--- src/hdl/susu_pkg.sv ---
// ----------------------------------------------------------------------------
// susu_pkg: shared types and constants of the sorted unique set unit
// Holds the capacity, the command and status codes, and the beat formats of
// the input and result channels.
// ----------------------------------------------------------------------------
package susu_pkg;

    // Set capacity and the widths that follow from it
    localparam int CAPACITY = 64;
    localparam int ADDR_W   = (CAPACITY > 1) ? $clog2(CAPACITY) : 1;
    localparam int CNT_W    = $clog2(CAPACITY + 1);

    // Fixed field widths
    localparam int VALUE_W  = 32;
    localparam int COUNT_W  = 7;

    // Commands
    typedef enum logic [1:0] {
        CMD_INSERT = 2'd0,
        CMD_DELETE = 2'd1,
        CMD_DUMP   = 2'd2
    } t_cmd;

    // Result status codes
    typedef enum logic [2:0] {
        ST_INSERTED  = 3'd0,
        ST_DUPLICATE = 3'd1,
        ST_FULL      = 3'd2,
        ST_DELETED   = 3'd3,
        ST_NOTFOUND  = 3'd4,
        ST_ELEMENT   = 3'd5,
        ST_EMPTY     = 3'd6
    } t_status;

    // Input beat
    typedef struct packed {
        logic [1:0]                cmd;
        logic signed [VALUE_W-1:0] value;
    } t_in_beat;

    // Result beat
    typedef struct packed {
        t_status                   status;
        logic signed [VALUE_W-1:0] element;
        logic [COUNT_W-1:0]        count;
        logic                      last;
    } t_out_beat;

    // Flags from the shared comparator
    typedef struct packed {
        logic eq;   // stored == operand
        logic gt;   // stored > operand, signed order
    } t_cmp_flags;

endpackage

--- src/hdl/susu_ram.sv ---
// ----------------------------------------------------------------------------
// susu_ram: generic single-clock RAM
// One write port and one read port; read data is registered.
// ----------------------------------------------------------------------------
module susu_ram #(
    parameter int WIDTH = 32,
    parameter int DEPTH = 64
) (
    input  logic                                  i_clk,
    input  logic                                  i_wr_en,
    input  logic [((DEPTH > 1) ? $clog2(DEPTH) : 1)-1:0] i_wr_addr,
    input  logic [WIDTH-1:0]                      i_wr_data,
    input  logic [((DEPTH > 1) ? $clog2(DEPTH) : 1)-1:0] i_rd_addr,
    output logic [WIDTH-1:0]                      o_rd_data
);

    logic [WIDTH-1:0] r_mem [DEPTH];
    logic [WIDTH-1:0] r_rd_data;

    // Write port and registered read port
    always_ff @(posedge i_clk) begin
        if (i_wr_en) begin
            r_mem[i_wr_addr] <= i_wr_data;
        end
        r_rd_data <= r_mem[i_rd_addr];
    end

    assign o_rd_data = r_rd_data;

endmodule

--- src/hdl/susu_cmp.sv ---
// ----------------------------------------------------------------------------
// susu_cmp: shared signed comparator
// Compares one stored entry with the operand of the current command.
// ----------------------------------------------------------------------------
module susu_cmp import susu_pkg::*; (
    input  logic signed [VALUE_W-1:0] i_stored,
    input  logic signed [VALUE_W-1:0] i_operand,
    output t_cmp_flags                o_flags
);

    // One equality and one signed magnitude compare
    assign o_flags.eq = (i_stored == i_operand);
    assign o_flags.gt = (i_stored > i_operand);

endmodule

--- src/hdl/sorted_unique_set_unit.sv ---
// ----------------------------------------------------------------------------
// sorted_unique_set_unit: ascending set of distinct signed 32-bit values
// Insert, delete and dump over a RAM-held sorted list, one entry at a time.
// ----------------------------------------------------------------------------
// The set lives in a single-port-read RAM of CAPACITY words kept in ascending
// order in entries 0 .. count-1. Every command walks the stored entries from
// the bottom, one entry at a time: RAM read, then compare in the shared
// comparator and write back. A delete, or an insert that goes in, walks all
// stored entries before its result beat. An insert that meets an equal entry,
// or a larger entry while the set is full, stops there. A dump walks all
// stored entries, and an empty dump walks none. Any result beat, and so the
// walk, also waits while the output register still holds a stalled beat. The
// input side is ready again the cycle after the command ends. Insert shifts
// larger entries up by one in the same pass, delete pulls the entries above
// the match down by one. The input side stalls while a command is in progress;
// a finished result sits in the output register and does not hold off the next
// command. A command code of 3 is taken and dropped without a result. The RAM
// needs no clearing after reset: only entries below the count are ever used.
// ----------------------------------------------------------------------------
module sorted_unique_set_unit import susu_pkg::*; (
    input  logic      i_clk,
    input  logic      i_rst_n,
    // input channel
    input  logic      i_in_valid,
    output logic      o_in_stall,
    input  t_in_beat  i_in_data,
    // result channel
    output logic      o_out_valid,
    input  logic      i_out_stall,
    output t_out_beat o_out_data
);

    typedef enum logic [1:0] {
        S_IDLE,
        S_RD,
        S_CMP,
        S_FIN
    } t_state;

    // Registers
    t_state                    r_state,     n_state;
    logic [1:0]                r_cmd,       n_cmd;
    logic signed [VALUE_W-1:0] r_val,       n_val;
    logic signed [VALUE_W-1:0] r_carry,     n_carry;
    logic [CNT_W-1:0]          r_idx,       n_idx;
    logic [CNT_W-1:0]          r_cnt,       n_cnt;
    logic                      r_shift,     n_shift;
    logic                      r_out_valid, n_out_valid;
    t_out_beat                 r_out,       n_out;

    // RAM and comparator wiring
    logic                      wr_en;
    logic [ADDR_W-1:0]         wr_addr;
    logic [VALUE_W-1:0]        wr_data;
    logic [VALUE_W-1:0]        rd_data;
    logic signed [VALUE_W-1:0] stored;
    t_cmp_flags                flags;

    logic in_beat;
    logic slot_free;
    logic full;

    assign in_beat   = i_in_valid && !o_in_stall;
    assign slot_free = !r_out_valid || !i_out_stall;
    assign full      = (r_cnt == CNT_W'(CAPACITY));
    assign stored    = $signed(rd_data);

    susu_ram #(
        .WIDTH (VALUE_W),
        .DEPTH (CAPACITY)
    ) u_ram (
        .i_clk     (i_clk),
        .i_wr_en   (wr_en),
        .i_wr_addr (wr_addr),
        .i_wr_data (wr_data),
        .i_rd_addr (r_idx[ADDR_W-1:0]),
        .o_rd_data (rd_data)
    );

    susu_cmp u_cmp (
        .i_stored  (stored),
        .i_operand (r_val),
        .o_flags   (flags)
    );

    // Sequencer next state
    always_comb begin
        logic [CNT_W-1:0] idx_inc;
        logic [CNT_W-1:0] idx_dec;
        idx_inc     = r_idx + CNT_W'(1);
        idx_dec     = r_idx - CNT_W'(1);
        n_state     = r_state;
        n_cmd       = r_cmd;
        n_val       = r_val;
        n_carry     = r_carry;
        n_idx       = r_idx;
        n_cnt       = r_cnt;
        n_shift     = r_shift;
        n_out_valid = r_out_valid && i_out_stall;
        n_out       = r_out;
        wr_en       = 1'b0;
        wr_addr     = r_idx[ADDR_W-1:0];
        wr_data     = r_val;

        case (r_state)
            S_IDLE: begin
                if (in_beat) begin
                    n_cmd   = i_in_data.cmd;
                    n_val   = i_in_data.value;
                    n_idx   = '0;
                    n_shift = 1'b0;
                    case (i_in_data.cmd)
                        CMD_INSERT, CMD_DELETE, CMD_DUMP: n_state = S_RD;
                        default:                          n_state = S_IDLE;
                    endcase
                end
            end

            // read address is r_idx; data lands for the compare step
            S_RD: begin
                if (r_idx == r_cnt) begin
                    n_state = S_FIN;
                end else begin
                    n_state = S_CMP;
                end
            end

            S_CMP: begin
                case (r_cmd)
                    CMD_INSERT: begin
                        if (r_shift) begin
                            // ripple the carried entry up one place
                            wr_en   = 1'b1;
                            wr_data = r_carry;
                            n_carry = stored;
                            n_idx   = idx_inc;
                            n_state = S_RD;
                        end else if (flags.eq || (flags.gt && full)) begin
                            if (slot_free) begin
                                n_out_valid    = 1'b1;
                                n_out.status   = flags.eq ? ST_DUPLICATE : ST_FULL;
                                n_out.element  = r_val;
                                n_out.count    = COUNT_W'(r_cnt);
                                n_out.last     = 1'b1;
                                n_state        = S_IDLE;
                            end
                        end else if (flags.gt) begin
                            // insertion point found
                            wr_en   = 1'b1;
                            wr_data = r_val;
                            n_carry = stored;
                            n_shift = 1'b1;
                            n_idx   = idx_inc;
                            n_state = S_RD;
                        end else begin
                            n_idx   = idx_inc;
                            n_state = S_RD;
                        end
                    end
                    CMD_DELETE: begin
                        if (r_shift) begin
                            // pull this entry down over the gap
                            wr_en   = 1'b1;
                            wr_addr = idx_dec[ADDR_W-1:0];
                            wr_data = stored;
                        end else if (flags.eq) begin
                            n_shift = 1'b1;
                        end
                        n_idx   = idx_inc;
                        n_state = S_RD;
                    end
                    CMD_DUMP: begin
                        if (slot_free) begin
                            n_out_valid   = 1'b1;
                            n_out.status  = ST_ELEMENT;
                            n_out.element = stored;
                            n_out.count   = COUNT_W'(r_cnt);
                            n_out.last    = (idx_inc == r_cnt);
                            n_idx         = idx_inc;
                            n_state       = S_RD;
                        end
                    end
                    default: begin
                        n_state = S_IDLE;
                    end
                endcase
            end

            // end of walk: final insert write and any closing result
            S_FIN: begin
                case (r_cmd)
                    CMD_INSERT: begin
                        if (slot_free) begin
                            n_out_valid   = 1'b1;
                            n_out.element = r_val;
                            n_out.last    = 1'b1;
                            n_state       = S_IDLE;
                            if (full && !r_shift) begin
                                n_out.status = ST_FULL;
                                n_out.count  = COUNT_W'(r_cnt);
                            end else begin
                                wr_en        = 1'b1;
                                wr_data      = r_shift ? r_carry : r_val;
                                n_cnt        = r_cnt + CNT_W'(1);
                                n_out.status = ST_INSERTED;
                                n_out.count  = COUNT_W'(n_cnt);
                            end
                        end
                    end
                    CMD_DELETE: begin
                        if (slot_free) begin
                            n_out_valid   = 1'b1;
                            n_out.element = r_val;
                            n_out.last    = 1'b1;
                            n_state       = S_IDLE;
                            if (r_shift) begin
                                n_cnt        = r_cnt - CNT_W'(1);
                                n_out.status = ST_DELETED;
                            end else begin
                                n_out.status = ST_NOTFOUND;
                            end
                            n_out.count = COUNT_W'(n_cnt);
                        end
                    end
                    CMD_DUMP: begin
                        if (r_cnt != '0) begin
                            n_state = S_IDLE;
                        end else if (slot_free) begin
                            n_out_valid   = 1'b1;
                            n_out.status  = ST_EMPTY;
                            n_out.element = r_val;
                            n_out.count   = '0;
                            n_out.last    = 1'b1;
                            n_state       = S_IDLE;
                        end
                    end
                    default: begin
                        n_state = S_IDLE;
                    end
                endcase
            end

            default: begin
                n_state = S_IDLE;
            end
        endcase
    end

    // State and registered outputs
    always_ff @(posedge i_clk) begin
        if (!i_rst_n) begin
            r_state     <= S_IDLE;
            r_cnt       <= '0;
            r_idx       <= '0;
            r_shift     <= 1'b0;
            r_cmd       <= '0;
            r_out_valid <= 1'b0;
        end else begin
            r_state     <= n_state;
            r_cnt       <= n_cnt;
            r_idx       <= n_idx;
            r_shift     <= n_shift;
            r_cmd       <= n_cmd;
            r_out_valid <= n_out_valid;
        end
        r_val   <= n_val;
        r_carry <= n_carry;
        r_out   <= n_out;
    end

    assign o_in_stall  = (r_state != S_IDLE);
    assign o_out_valid = r_out_valid;
    assign o_out_data  = r_out;

`ifndef SYNTH
    // count stays within capacity
    a_cnt_range: assert property (@(posedge i_clk) disable iff (!i_rst_n)
        r_cnt <= CNT_W'(CAPACITY))
        else $error("entry count above capacity");

    // count only moves at the closing step of a command
    a_cnt_fin: assert property (@(posedge i_clk) disable iff (!i_rst_n)
        (r_cnt != $past(r_cnt)) |-> ($past(r_state) == S_FIN))
        else $error("entry count changed outside closing step");

    // no RAM write while idle
    a_idle_nowr: assert property (@(posedge i_clk) disable iff (!i_rst_n)
        (r_state == S_IDLE) |-> !wr_en)
        else $error("RAM write while idle");

    // a dump never modifies the set
    a_dump_nowr: assert property (@(posedge i_clk) disable iff (!i_rst_n)
        ((r_state != S_IDLE) && (r_cmd == CMD_DUMP)) |-> !wr_en)
        else $error("RAM write during dump");
`endif

endmodule

--- config.mk ---
export PLATFORM = sky130hd
export DESIGN_NAME = sorted_unique_set_unit
export DESIGN_NICKNAME = d
export VERILOG_FILES = /design/src/hdl/susu_pkg.sv /design/src/hdl/susu_ram.sv /design/src/hdl/susu_cmp.sv /design/src/hdl/sorted_unique_set_unit.sv
export SDC_FILE = /design/constraint.sdc
export NUM_CORES = 2
export LEC_CHECK = 0
export BUFFER_PORTS_ARGS = -buffer_cell sky130_fd_sc_hd__buf_4
export CORE_AREA = 2 2 445 359
export DETAILED_ROUTE_END_ITERATION = 7
export DIE_AREA = 0 0 447 361
export PLACE_DENSITY = 0.73
export SETUP_SLACK_MARGIN = 0.15
export SLEW_MARGIN = 0
export SYNTH_ARGS = -nofsm -noshare
export SYNTH_HDL_FRONTEND = slang
export SYNTH_SLANG_ARGS = --single-unit
--- constraint.sdc ---
create_clock -name i_clk -period 5.99 [get_ports i_clk]
set_input_delay 0.2995 -clock i_clk [delete_from_list [all_inputs] [get_ports i_clk]]
set_output_delay 0.2995 -clock i_clk [all_outputs]
set_load 0.01 [all_outputs]
# Word level (Yosys, flattened, before mapping)

Memories as Yosys holds them, arrays and structs flattened. A register that Yosys moved wholly into a read port is not among the register bits.
Index checks and enable logic that the tools add are counted.

Bits in registers: 127
Word-level logic and storage cells: 146
Output and inout port bits: 45
Memories: 1
Bits in writable memories: 2048
Input bits: 38

Multiplexer cells: 72
Reductions and logical operators: 28
Order comparisons: 1
$add $sub $neg: 4
Equality and inequality tests: 28

Memories:

| memory      | depth | bits a word | read ports | clocked after memory_dff | write ports | line           | text |
|---|---|---|---|---|---|---|---|
| u_ram.r_mem | 64    | 32          | 1          | 1                        | 1           | susu_ram.sv:17 | `logic [WIDTH-1:0] r_mem [DEPTH];` |

Operators by type and width:

| operator            | number |
|---|---|
| $mux 43             | 8 |
| $mux 32             | 8 |
| $pmux 43 s2         | 2 |
| $pmux 43 s3         | 1 |
| $pmux 32 s2         | 2 |
| $mux 7              | 8 |
| $eq 32x32->1        | 1 |
| $gt 32x32->1        | 1 |
| $ne 3x3->1 const B  | 10 |
| $pmux 7 s2          | 2 |
| $pmux 7 s3          | 1 |
| $mux 1              | 18 |
| $mux 6              | 3 |
| $mux 2              | 8 |
| $add 7x1->7 const B | 2 |
| $eq 7x7->1          | 2 |
| $pmux 1 s2          | 7 |
| $reduce_and 11->1   | 1 |
| $reduce_bool 2->1   | 5 |
| $eq 2x2->1 const B  | 4 |
| $ne 2x2->1 const B  | 4 |
| $ne 4x4->1 const B  | 2 |
| $pmux 2 s4          | 1 |
| $reduce_and 4->1    | 2 |
| other kinds (18)    | 30 |

# Longest topological paths before layout

Depth in word-level cells: 9
Gate-level depth with buffers: 13
Gate-level depth less buffers: 9

# Modules after synthesis

A second synthesis with hierarchy kept.

Cells, all modules: 4160
Area, all modules: 86091.3 sq um

By module, submodules not included:

| module                 | cells an instance | area each (sq um) | sequential area each (sq um) | times used |
|---|---|---|---|---|
| susu_ram               | 3511              | 79039.6           | 62139.6                      | 1 |
| sorted_unique_set_unit | 535               | 6221.0            | 3613.5                       | 1 |
| susu_cmp               | 114               | 830.8             | 0.0                          | 1 |

# Worst setup path after synthesis

Ideal clock, no wire load.

Path kind: flip-flop to flip-flop
From: register r_idx[1]
To: memory u_ram.r_mem[23][0], enable pin
Cell stages (with the launch flop): 11
Path slack: 0.002 ns
Period minus slack after synthesis: 5.988 ns
Required time: 5.489 ns
Path buffers: 4
Data arrival time: 5.487 ns
Path through: dfxtp_1 -> clkbuf_1 -> clkbuf_1 -> clkbuf_1 -> inv_1 -> ha_1 -> clkbuf_1 -> xnor2_1 -> or2_2 -> o32a_1 -> nor4_1

Longest elaborated chain between the ends: 4

RTL lines:

| element                | line                          | text |
|---|---|---|
| start, declared        | sorted_unique_set_unit.sv:45  | `logic [CNT_W-1:0] r_idx, n_idx;` |
| start signal, assigned | sorted_unique_set_unit.sv:261 | `r_idx <= n_idx;` |
| $sub 6x1->6            | sorted_unique_set_unit.sv:91  | `idx_dec = r_idx - CNT_W'(1);` |
| $mux 6                 | sorted_unique_set_unit.sv:161 | `if (r_shift) begin` |
| $mux 6                 | sorted_unique_set_unit.sv:129 | `case (r_cmd)` |
| $mux 6 *               | sorted_unique_set_unit.sv:105 | `case (r_state)` |
| end, declared          | susu_ram.sv:17                |  |

Every way passes the cells marked *; elsewhere a longest branch is shown, timed or not.

# Final worst setup path

From: register r_val[25]
To: memory u_ram.r_mem[53][20], enable pin

Longest elaborated chain between the ends: 9
Elaborated cells between the ends (all ways): 11
Classes of those cells: order compare: 1; eq/ne: 1; mux: 7; reduce/logical: 2

RTL lines:

| element                        | line                          | text |
|---|---|---|
| start, declared                | sorted_unique_set_unit.sv:43  | `logic signed [VALUE_W-1:0] r_val, n_val;` |
| start signal, assigned         | sorted_unique_set_unit.sv:266 | `r_val <= n_val;` |
| $gt 32x32->1                   | susu_cmp.sv:13                | `assign o_flags.gt = (i_stored > i_operand);` |
| $logic_and 1x1->1              | sorted_unique_set_unit.sv:138 | `end else if (flags.eq \|\| (flags.gt && full)) begin` |
| $logic_or 1x1->1               | sorted_unique_set_unit.sv:138 |  |
| $mux 1 *                       | sorted_unique_set_unit.sv:138 |  |
| $mux 1 *                       | sorted_unique_set_unit.sv:131 | `if (r_shift) begin` |
| $pmux 1 s2 *                   | sorted_unique_set_unit.sv:129 |  |
| $pmux 1 s2 *                   | sorted_unique_set_unit.sv:105 |  |
| $mux 1 *                       | susu_ram.sv:22                | `if (i_wr_en) begin` |
| $mux 1 (not written as such) * | susu_ram.sv:23                | `r_mem[i_wr_addr] <= i_wr_data;` |

Marks and branches as above.

==> flow_summary.ini <==
[clock_network]
clock_path_buffers = 3
cts-buffers-inserted = 197
clkSinkCount = 2207
postCtsHoldBufs = 40
cts_tree = built
htreeDepth = 4
clkLatencyLatePin_ps = 850
cts-root-buf = clkbuf_16
ctsResizeCount = 0
post_cts_buffers = 0
clkTransAtPathRegs_ps = 70

[synthesis]
synth_top_family_by_area = multiplexers
synth_edf_count = 2155
synthTopCellsByArea = edfxtp_1, mux4_2, dfxtp_1
synthSimpleGateAreaFrac_pct = 1.68
synth-xor-area-share_pct = 0.194
synth-adder-area-share_pct = 0.584
synth_compound_area_share_pct = 1.65
avgSynthCellArea_sq_um = 22.9
async_flop_share_pct = 0
synth_top_area_share_pct = 75.5
syn_inst = 3738
synth_top_area_cell = edfxtp_1
syn-cell-area_sq_um = 85800
yosysUniqueCellTypes = 62
synth_mux_area_share_pct = 17.8
synth_warnings = 0
ys.flop_type = edfxtp_1
ys_seq_area_share_pct = 76.7
synthesis.nets = 3816
ys_ff_latch = 2207

[power_and_ir_drop]
power_w = 0.0304
vdd_drop_max_mv = 0.298
p_per_area_nw_per_um2 = 316
power_leakage_nw = 29.1

[detailed_routing]
wl_mm = 211
drt_iter0_markers = 6934
viasPerCell = 6.66
firstDrtPassIters = 8
num_vias = 41700
drc = 4
wl_per_cell_microns = 33.7
drtAntennaViolNets = 0

[die]
die_w_microns = 447
die-area_sq_um = 161000
rows = 130
fp.dieH_microns = 361
io_pins = 83
core_sq_um = 156000
initial_core_util_pct = 54.8

[setup_path]
crit_type = reg2reg
cpMostUsedCell = buf_4
cp.arrival_ps = 4930
slowest_stage = a41oi_4
crit_fanout = 32
startpoint_type = flop
cp_slowest_stage_delay_ps = 590
cp_cell_sequence = inv_1, ha_1, nand4_1, nor3_1, a2111oi_0, o211ai_1, or2_2, a41oi_4, buf_4, buf_4, nor3_2, buf_4
worstPathRequired_ps = 6500
end_kind = flop

[sta]
maxSlewHeadroom_pct = 13.9
maxSlewViolCount = 0
finalSetupTns_ps = 0
worst_pin_slew_ps = 1290
holdWs_ps = 188
finalClockSkew_ps = 43.7
hold_viol = 0
timing.final.crit_share_pct = 73.7
finalSetupViolations = 0
rsz0062_at_grt = false
final.min_clock_period_ps = 4420
fmax_ghz = 0.226

[status]
outcome = finished with violations
failed_checks = design-rule violations

[run]
maxCapViolations = 0

[grt]
grt_pass1_wl_mm = 301
grt_start_max_net_pins = 142
track_usage_pct = 26.4
antenna_found_initial = 18
use_met2_pct = 37.6
top_usage_layer = met1
grt_use_met1_pct = 41.1
met3_usage_pct = 7.48
first_global_vias = 39900
grt_overflow = 0

[worst_hold_path]
hp-class = in2reg

[final_layout]
fin_nets = 4065
syn2layout_area_growth_pct = 12.2
fin_area_sq_um = 96200
drive_above_1_share_pct = 30.1
final_common_cell = edfxtp_1
fillers = 10400
most-common-layout-cells = edfxtp_1, mux4_2, buf_4

[place]
place_congestion = 0.901
port_buffers = 82
postPlaceCellArea_sq_um = 89800
hpwl_mm = 125
flip-flops by register name, summed over array words and instances (netlist names), 2 cells and up:
name and cells:
u_ram.r_mem 2048, o_out_data 43, r_carry 32, r_val 32
u_ram.o_rd_data 32, r_cnt 7, r_idx 7, r_cmd 2
r_state 2
worst paths after layout:
check	start	to	slack (ps)	depth (start not counted)
min	i_in_data[2]	r_val[2]$_DFFE_PP_	190	2
max	r_val[25]$_DFFE_PP_	u_ram.r_mem[53][20]$_DFFE_PP_	1570	12
min reg2reg	u_ram.o_rd_data[21]$_DFF_P_	r_carry[21]$_DFFE_PP_	490	0
max reg2reg	r_val[25]$_DFFE_PP_	u_ram.r_mem[53][20]$_DFFE_PP_	1570	12
per-stage QoR:
| stage | util (%) | std cells | setup slack (ps) |
|---|---|---|---|
| 3_3_place_gp | 57.4 | 5860 | 1740 |
| 3_5_place_dp | 57.4 | 5860 | 1710 |
| 6_report | 61.5 | 6259 | 1570 |
| 5_1_grt | 61.5 | 6256 | 1290 |
| 2_1_floorplan | - | 3738 | 1.80 |
| 4_1_cts | 61.5 | 6256 | 1650 |
logic make-up (layout without fill, tap and decap cells):
group | count (synthesis) | count (layout)
other | 0 | 3
multiplexers | 682 | 682
XOR/XNOR | 19 | 19
flip-flops | 2207 | 2207
buffers and inverters | 294 | 700
AO/OA/AOI/OAI | 207 | 207
AND/OR/NAND/NOR | 289 | 289
adder cells (fa/ha/maj) | 40 | 40
per-layer routing:
layer	vias up	share of wire (%)
met5	-	0.032
met3	261	14
met2	2847	45
met1	22100	40
met4	8	1.9
li1	16500	-
critical path: cells and delay by family (launching register included):
kind / cells / cell delay, ps
AND/OR/NAND/NOR: 4 / 790
AO/OA/AOI/OAI: 3 / 1200
adder cells (fa/ha/maj): 1 / 350
buffers and inverters: 4 / 1330
flip-flops: 1 / 370
cells in the mapped netlist, types with 4 or more instances:
| master | n |
|---|---|
| nand3_1 | 19 |
| xor2_1 | 9 |
| nor3b_1 | 15 |
| nand4_1 | 9 |
| buf_1 | 11 |
| nand2_1 | 89 |
| or3_1 | 6 |
| inv_1 | 77 |
| buf_6 | 6 |
| o41ai_1 | 4 |
| mux2i_1 | 7 |
| nor3_1 | 39 |
| dfxtp_1 | 52 |
| and2_1 | 8 |
| ha_1 | 40 |
| o21ai_0 | 59 |
| a31oi_1 | 11 |
| o22ai_1 | 9 |
| o211ai_1 | 6 |
| or2_2 | 4 |
| a222oi_1 | 31 |
| a21boi_0 | 4 |
| nor2_1 | 44 |
| edfxtp_1 | 2155 |
| and3_1 | 4 |
| o32a_1 | 5 |
| mux4_2 | 672 |
| nor2b_1 | 9 |
| a21oi_1 | 42 |
| clkbuf_1 | 133 |
| a32oi_1 | 4 |
| nor4_1 | 22 |
| buf_2 | 64 |
| xnor2_1 | 10 |
| nand2b_1 | 11 |
area by class of cell:
cell class / instances / area [sq um] / area share [%]
Clock buffer: 250 / 5150 / 5.35
Timing Repair Buffer: 266 / 2230 / 2.32
Tap cell: 2112 / 2640 / 2.75
Antenna cell: 3 / 7.51 / 0.00780
Sequential cell: 2207 / 65800 / 68.4
Multi-Input combinational cell: 1237 / 19200 / 20.0
Inverter: 78 / 293 / 0.304
Clock inverter: 106 / 912 / 0.948
power by group:
part           total [W]  internal [W]  switching (W)
clock network     0.0120       0.00646        0.00559
logic            0.00118      0.000354       0.000829
registers         0.0172        0.0171      0.0000506
total             0.0304        0.0239        0.00647
Power figures use the tool's default switching activity.
